## src/sv/ntwa_pkg.sv

```systemverilog
// Types and constants shared by the neighbor table controller and datapath.
// No dependencies.
package ntwa_pkg;

  localparam int unsigned EXPIRE_SECONDS = 30;
  localparam int unsigned MAX_RESULTS    = 64;
  localparam int unsigned CNT_W          = $clog2(MAX_RESULTS + 1);

  localparam logic [15:0] ADDR_BCST    = 16'hFFFF;
  localparam logic [15:0] ADDR_INVALID = 16'h0000;

  typedef enum logic [1:0] {
    MODE_LEARN,
    MODE_ANNOUNCE,
    MODE_LEAVE,
    MODE_EXPIRE
  } mode_t;

  typedef enum logic [2:0] {
    EV_ADDED,
    EV_UPDATED,
    EV_LEFT,
    EV_EXPIRED,
    EV_FULL
  } event_t;

  typedef struct packed {
    logic        valid;
    logic [15:0] addr;
    logic [31:0] last_seen;
    logic [31:0] metadata;
    logic [31:0] announce_date;
  } entry_t;

  // controller -> datapath
  typedef struct packed {
    logic clear_wr;
    logic load;
    logic rd;
    logic check;
    logic idx_inc;
    logic act;
    logic flush;
  } cmd_t;

  // datapath -> controller
  typedef struct packed {
    logic idx_last;
    logic scan_end;
    logic is_expire;
    logic hit;
    logic pend_valid;
    logic out_free;
  } stat_t;

endpackage

```

## src/sv/ntwa_ctrl.sv

```systemverilog
// Sequencer of the neighbor table: clearing pass, table scan, action, flush.
// Depends on ntwa_pkg.
module ntwa_ctrl (
  input  logic           clk,
  input  logic           rst,
  input  logic           in_valid,
  output logic           in_ready,
  input  ntwa_pkg::stat_t stat,
  output ntwa_pkg::cmd_t  cmd
);
  import ntwa_pkg::*;

  typedef enum logic [2:0] {
    S_CLEAR,
    S_IDLE,
    S_READ,
    S_CHECK,
    S_ACT,
    S_FLUSH
  } state_t;

  state_t state, state_next;

  assign in_ready = (state == S_IDLE);

  always_comb begin
    state_next = state;
    cmd = '0;
    case (state)
      S_CLEAR: begin
        cmd.clear_wr = 1'b1;
        if (stat.idx_last) state_next = S_IDLE;
      end
      S_IDLE: begin
        if (in_valid) begin
          cmd.load = 1'b1;
          state_next = S_READ;
        end
      end
      S_READ: begin
        cmd.rd = 1'b1;
        state_next = S_CHECK;
      end
      S_CHECK: begin
        // a second removal pushes the held one out: needs output space
        if (!(stat.is_expire && stat.hit && stat.pend_valid && !stat.out_free)) begin
          cmd.check = 1'b1;
          if (stat.scan_end) begin
            state_next = stat.is_expire ? S_FLUSH : S_ACT;
          end else begin
            cmd.idx_inc = 1'b1;
            state_next = S_READ;
          end
        end
      end
      S_ACT: begin
        if (stat.out_free) begin
          cmd.act = 1'b1;
          state_next = S_IDLE;
        end
      end
      S_FLUSH: begin
        if (!stat.pend_valid) begin
          state_next = S_IDLE;
        end else if (stat.out_free) begin
          cmd.flush = 1'b1;
          state_next = S_IDLE;
        end
      end
      default: state_next = S_IDLE;
    endcase
  end

  always_ff @(posedge clk) begin
    if (rst) begin
      state <= S_CLEAR;
    end else begin
      state <= state_next;
    end
  end

endmodule

```

## config.mk

```make
export PLATFORM = sky130hd
export DESIGN_NAME = ntwa_ctrl
export DESIGN_NICKNAME = d
export VERILOG_FILES = /design/src/sv/ntwa_pkg.sv /design/src/sv/ntwa_ctrl.sv
export SDC_FILE = /design/constraint.sdc
export NUM_CORES = 1
export LEC_CHECK = 0
export BUFFER_PORTS_ARGS = -buffer_cell sky130_fd_sc_hd__buf_2
export CORE_UTILIZATION = 25
export DETAILED_ROUTE_END_ITERATION = 12
export HOLD_SLACK_MARGIN = 0.12
export PLACE_DENSITY = 0.57
export SLEW_MARGIN = 20
export SYNTH_ARGS = -nofsm -noshare
export SYNTH_HDL_FRONTEND = slang
export SYNTH_SLANG_ARGS = --single-unit
```

## constraint.sdc

```tcl
create_clock -name clk -period 1.95 [get_ports clk]
set_input_delay 0 -clock clk [delete_from_list [all_inputs] [get_ports clk]]
set_output_delay 0 -clock clk [all_outputs]
set_load 0.01 [all_outputs]
```

Yosys cells after proc, flatten, opt, wreduce, memory -nomap -nowiden
Index checks and enable logic that the tools add are counted.

word-level totals
  memory bits (read-only) = 0
  latch bits = 0
  flip-flop bits (word level) = 3
  bits in writable memories = 0
  memories = 0

cells by class
  reduce and logical (&&, ||, !) cells = 6
  divide/modulo/power cells = 0
  equal/unequal tests = 8
  order comparisons = 0
  multiplexer cells = 19
  shift-type cells = 0
  multipliers = 0
  add/sub/neg operators = 0
  bitwise gates (word level) = 0

operators by type and width
  operator              number
  $mux W3               6
  $pmux W3 S6           1
  $mux W1               10
  $eq A3 B2 Y1 const B  2
  $eq A3 B3 Y1 const B  2
  $ne A2 B2 Y1 const B  3
  $mux W2               2
  $eq A3 B1 Y1 const B  1
  $logic_and A1 B1 Y1   3
  $logic_not A3 Y1      1
  $reduce_and A3 Y1     1
  $logic_not A1 Y1      1

Logic depth before layout (Yosys ltp)
Gate-level depths: netlist (run 1).

  word-level depth = 5
  gate-level depth with buffers = 5

Worst setup path after synthesis (run 1)
No wires, ideal clock.

  kind = reg2out
  from = reg state[2]
  to = out cmd[2] (netlist name)
  buffers on the path = 1
  data arrival time = 1.137 ns
  path slack = 0.813 ns
  cell stages (with the launch flop) = 4
  cells stage by stage = dfxtp_1 buf_4 or2b_1 nor4_1

RTL lines
  item                      line             text
  start: declaration        ntwa_ctrl.sv:22  state_t state, state_next;
  start signal: assignment  ntwa_ctrl.sv:78  state <= state_next;
  end: declaration          ntwa_ctrl.sv:9   output ntwa_pkg::cmd_t cmd

==> results of run 1 <==
==> how the worst max path moves through the flow <==
stage | startpoint | endpoint | slack (ns) | cells past startpoint
2_1_floorplan | state[2] | cmd[2] | 0.81 | 3
3_3_place_gp | state[1] | state[0] | 0.54 | 3
3_5_place_dp | state[1] | state[1] | 0.53 | 3
4_1_cts | state[0] | cmd[2] | 0.38 | 3
5_1_grt | state[0] | cmd[2] | 0.23 | 3
6_report | state[1] | cmd[2] | 0.39 | 3
==> worst max-delay path: cells and delay by family (launching register included) <==
kind / cells / cell delay (ns)
buffers and inverters: 2 / 0.32
DFF: 1 / 0.72
and+or+nand+nor: 1 / 0.29
==> layer usage <==
metal,vias up,GRT usage,wire (um)
met5,-,0,0
met4,0,0.0259,0
met3,0,0.0341,29
met2,10,0.176,364
met1,164,0.186,376
li1,189,-,-
==> logic make-up after synthesis <==
group,Yosys count,share of synthesized area
AND/OR/NAND/NOR,22,0.445
AO/OA/AOI/OAI,9,0.265
buffers and inverters,6,0.120
flip-flops,3,0.170
==> Yosys cell counts, types with 2 or more instances <==
cell                      n  share of area
sky130_fd_sc_hd__nor2_1   2          0.021
sky130_fd_sc_hd__dfxtp_1  3           0.17
sky130_fd_sc_hd__nor3_1   5          0.071
sky130_fd_sc_hd__buf_6    2          0.064
sky130_fd_sc_hd__and3_1   2          0.035
sky130_fd_sc_hd__nand2_1  3          0.032
==> stage by stage <==
stage,instances,utilization
CTS,73,0.357
finish,73,0.357
detailed placement,67,0.321
global placement,67,0.321
global route,73,0.357
floorplan,40,-
==> area by class of cell <==
type | count | share of cell area
repair buffers | 18 | 0.216
flip-flops and latches | 3 | 0.129
clock buffers | 4 | 0.0566
multi-input cells | 31 | 0.542
inverters | 2 | 0.0162
well taps | 15 | 0.0404
==> power by group through the flow <==
| stage | clock network, mW | registers [mW] | logic [mW] |
|---|---|---|---|
| CTS | 0.114 | 0.0780 | 0.0705 |
| finish | 0.109 | 0.0779 | 0.0702 |
| global route | 0.122 | 0.0799 | 0.0777 |
| detailed placement | 0 | 0.0790 | 0.0672 |
| floorplan | 0 | 0.0693 | 0.0581 |
| global placement | 0 | 0.0788 | 0.0672 |
==> repair_timing <==
action                    CTS  global route
hold buffers                2             0
gates resized for setup     0             0
hold endpoints to repair    2             0
==> summary.json, run 1 <==
{
  "outcome": "completed",
  "routed-via-count": 363,
  "vias_per_cell": 4.97,
  "synth_warnings": 0,
  "max-clock-path-buffers": 2,
  "seq_power_share": 0.304,
  "total_power_mw": 0.257,
  "clk_pin_slew_ns": 0.04,
  "detail_route.wl_per_cell_um": 10.5,
  "post-route-min-period_ns": 1.56,
  "wire_length_of_the_first_global_routing_pass_mm": 1.37,
  "timing.clock.skew_ns": 0.00153,
  "tritoncts": "built",
  "grt_max_degree": 18,
  "die_y_um": 39.6,
  "drv_slew": 0,
  "num_rows": 13,
  "r2r_setup_slack_ns": 0.51,
  "rsz0062_at_grt": "no",
  "final_weighted_congestion_of_routability_driven_global_placement": 0.761,
  "top_regs": "state x3",
  "combPwrFrac": 0.273,
  "cts_buffers": 3,
  "internal_power_mw": 0.180,
  "synth.avg_cell_area_sq_um": 8.85,
  "critical_path.max_fanout": 17,
  "detail_route.drc_violations": 0,
  "io_buffer_count": 16,
  "switching_share": 0.300,
  "syn_to_final_growth_pct": 31.1,
  "worstPathRequired_ns": 1.95,
  "syn-cell-area_sq_um": 354,
  "clock-sinks": 3,
  "syn-instance-count": 40,
  "setup_viol_count_final": 0,
  "setup_repair_bufs_after_cts": 0,
  "antenna_found_initial": 0,
  "fin_ws_ns": 0.385,
  "setup.worst_path.class": "reg -> out",
  "crit_path_max_incr_delay_ns": 0.72,
  "synth_enable_flop_cells": 0,
  "largest_register": "state",
  "num-fill-cells": 155,
  "worstSetupStartpointType": "register",
  "synth.net_count": 49,
  "final_common_cell": "sky130_fd_sc_hd__buf_2",
  "num-nets-final": 68,
  "yosys_register_bits": 3,
  "insertedDiodeCount": 0,
  "min_path_cells": 4,
  "preCtsSetupSlack_ns": 0.528,
  "worst_setup_end_kind": "primary output",
  "die_w_um": 39.6,
  "die_area_sq_um": 1570,
  "antenna_violating_nets_left": 0,
  "drive_above_1_share": 0.466,
  "period_share": 0.802,
  "firstDrtPassIters": 2,
  "timing.max_cap.violations": 0,
  "most_frequent_cells_in_the_layout": "sky130_fd_sc_hd__buf_2 (16), sky130_fd_sc_hd__nor3_1 (5), sky130_fd_sc_hd__nand2_1 (3), sky130_fd_sc_hd__clkbuf_4 (3), sky130_fd_sc_hd__dfxtp_1 (3)",
  "power_density_normalized_to_cell_area_nw_per_um2": 553,
  "hp-class": "in -> reg",
  "whs_endpoint": "state[2]",
  "initialDrtViolationCount": 1,
  "hold_violations": 0,
  "reg2reg_from": "state[1]",
  "area.sequential_sq_um": 60.1,
  "holdCritStartpoint": "stat[4]",
  "initial_core_util": 0.272,
  "clock_group_share_of_total_power": 0.423,
  "largest_register_ffs": 3,
  "h_tree_level_count": 1,
  "p_leak_nw": 0.192,
  "worst_skew_pair.late_latency_ns": 0.23,
  "core_region_area_sq_um": 1300,
  "peakVddDrop_mv": 0.290,
  "timing.hold.ws_ns": 0.190,
  "crit_path_cell_trace": "inv_2 > nor4_1 > buf_2",
  "place.detailed.hpwl_um": 567,
  "count_of_different_cell_masters_after_synthesis": 29,
  "boundaryPins": 17,
  "groute.usage.overall": 0.126,
  "multi_input_area_sq_um": 251,
  "switching_power_mw": 0.0770,
  "totalNegativeSetupSlack_ns": 0,
  "finalWirelength_um": 770,
  "crit_path_max_delay_cell_type": "sky130_fd_sc_hd__dfxtp_1",
  "first_global_vias": 326,
  "worstRegToRegCells": 3,
  "final_cell_area_sq_um": 464,
  "dpl_cell_area_sq_um": 418,
  "grt_overflow": 0,
  "async_flop_share": 0,
  "timing.slew.headroom": 0.577,
  "timing_worst_slew_pin_value_ns": 0.634,
  "seq_area_frac_synth": 0.170,
  "worst-endpoint-arrival_ns": 1.56,
  "fmaxAchievable_mhz": 639,
  "root_buffer": "sky130_fd_sc_hd__clkbuf_4",
  "ys_dominant_reg_cell": "sky130_fd_sc_hd__dfxtp_1",
  "timing.rr.end": "state[0]"
}
Power figures use the tool's default switching activity.
==> inputs of run 2 (changes only) <==
==> constraint.sdc (replaced) <==
create_clock -name clk -period 1.5 [get_ports clk]
set_input_delay 0 -clock clk [delete_from_list [all_inputs] [get_ports clk]]
set_output_delay 0 -clock clk [all_outputs]
set_load 0.01 [all_outputs]
==> summary.json, run 2 (synthesized netlist as in run 1, its figures left out) <==
{
  "outcome": "completed",
  "fmaxAchievable_mhz": 731,
  "hold_violations": 0,
  "most_frequent_cells_in_the_layout": "sky130_fd_sc_hd__buf_2 (16), sky130_fd_sc_hd__nor3_1 (5), sky130_fd_sc_hd__nand2_1 (3), sky130_fd_sc_hd__clkbuf_4 (3)",
  "worstSetupStartpointType": "register",
  "worst-endpoint-arrival_ns": 1.37,
  "seq_power_share": 0.295,
  "initialDrtViolationCount": 9,
  "drv_slew": 0,
  "num-nets-final": 70,
  "place.detailed.hpwl_um": 643,
  "root_buffer": "sky130_fd_sc_hd__clkbuf_4",
  "timing.slew.headroom": 0.764,
  "worstPathRequired_ns": 1.50,
  "clk_pin_slew_ns": 0.03,
  "vias_per_cell": 4.95,
  "tritoncts": "built",
  "grt_overflow": 0,
  "timing.clock.skew_ns": 0.000641,
  "largest_register_ffs": 3,
  "setup_repair_bufs_after_cts": 0,
  "routed-via-count": 371,
  "switching_power_mw": 0.0961,
  "setup.worst_path.class": "reg -> out",
  "critical_path.max_fanout": 14,
  "first_global_vias": 328,
  "final_cell_area_sq_um": 484,
  "largest_register": "state",
  "fin_ws_ns": 0.132,
  "boundaryPins": 17,
  "io_buffer_count": 16,
  "top_regs": "state x3",
  "totalNegativeSetupSlack_ns": 0,
  "dpl_cell_area_sq_um": 433,
  "timing_worst_slew_pin_value_ns": 0.353,
  "hp-class": "in -> reg",
  "combPwrFrac": 0.301,
  "final_common_cell": "sky130_fd_sc_hd__buf_2",
  "max-clock-path-buffers": 2,
  "core_region_area_sq_um": 1300,
  "cts_buffers": 3,
  "firstDrtPassIters": 4,
  "die_w_um": 39.6,
  "preCtsSetupSlack_ns": 0.143,
  "clock_group_share_of_total_power": 0.404,
  "antenna_found_initial": 0,
  "worst_setup_end_kind": "primary output",
  "drive_above_1_share": 0.517,
  "detail_route.wl_per_cell_um": 11.0,
  "power_density_normalized_to_cell_area_nw_per_um2": 688,
  "detail_route.drc_violations": 0,
  "timing.max_cap.violations": 0,
  "num_rows": 13,
  "die_y_um": 39.6,
  "rsz0062_at_grt": "no",
  "initial_core_util": 0.272,
  "antenna_violating_nets_left": 0,
  "syn_to_final_growth_pct": 36.7,
  "insertedDiodeCount": 0,
  "die_area_sq_um": 1570,
  "crit_path_cell_trace": "or2b_1 > nor4_1 > buf_2",
  "period_share": 0.912,
  "p_leak_nw": 0.204,
  "post-route-min-period_ns": 1.37,
  "groute.usage.overall": 0.128,
  "crit_path_max_incr_delay_ns": 0.42,
  "wire_length_of_the_first_global_routing_pass_mm": 1.42,
  "h_tree_level_count": 1,
  "crit_path_max_delay_cell_type": "sky130_fd_sc_hd__dfxtp_4",
  "dpl.cell_count": 69,
  "clock-sinks": 3,
  "finalWirelength_um": 823,
  "switching_share": 0.288,
  "final-instance-count-excl-fill": 75,
  "grt_max_degree": 15,
  "peakVddDrop_mv": 0.589,
  "internal_power_mw": 0.237,
  "setup_viol_count_final": 0,
  "final_weighted_congestion_of_routability_driven_global_placement": 0.745,
  "worst_skew_pair.late_latency_ns": 0.22
}
[run 2: cell types whose count changed in the layout (fill, tap and decap cells not counted), sizes merged]
cell  before  now
buf       16   18
[run 2: repair_timing]
action / 4_1_cts / 5_1_grt
gates resized for setup: 1 / 2
endpoints found under the setup margin: 2 / 1
hold buffers: 2 / 0
endpoints found under the hold margin: 2 / 0
[run 2: final timing paths]
| path | from | to | slack (ns) | cells after the start |
|---|---|---|---|---|
| hold / removal | stat[4] | state[2] | 0.17 | 4 |
| hold reg to reg | state[0] | state[0] | 0.67 | 2 |
| setup reg to reg | state[1] | state[0] | 0.30 | 4 |
| setup / recovery | state[0] | cmd[2] | 0.13 | 3 |
[run 2: power by group through the flow]
stage | Combinational (mW) | Clock [mW] | Sequential (mW)
2_1_floorplan | 0.0756 | 0 | 0.0901
3_3_place_gp | 0.0970 | 0 | 0.0991
3_5_place_dp | 0.0964 | 0 | 0.0987
4_1_cts | 0.101 | 0.141 | 0.0983
5_1_grt | 0.111 | 0.153 | 0.100
6_report | 0.100 | 0.135 | 0.0983
[run 2: cell type report]
class | count | area [sq um]
multi-input combinational | 31 | 251
sequential | 3 | 65.1
timing repair buffer | 20 | 115
fill | 147 | 817
inverter | 2 | 7.51
tap | 15 | 18.8
clock buffer | 4 | 26.3
[run 2: per-stage QoR]
step,hold slack [ns],total power [mW],util
2_1_floorplan,0.0529,0.166,-
3_3_place_gp,0.224,0.196,0.333
3_5_place_dp,0.226,0.195,0.333
4_1_cts,0.180,0.340,0.369
5_1_grt,0.198,0.365,0.372
6_report,0.174,0.333,0.372
[run 2: layer usage]
| metal | up-vias | routed length [um] | global-route usage |
|---|---|---|---|
| met5 | - | 0 | 0 |
| met4 | 0 | 0 | 0 |
| met3 | 0 | 32 | 0.0170 |
| li1 | 193 | - | - |
| met2 | 14 | 380 | 0.213 |
| met1 | 164 | 410 | 0.182 |
[run 2: worst max-delay path, delay by kind of cell, from the launching register on]
family        cells  cell delay (ns)
simple gates      2             0.55
flops             1             0.42
buf+inv           1             0.18
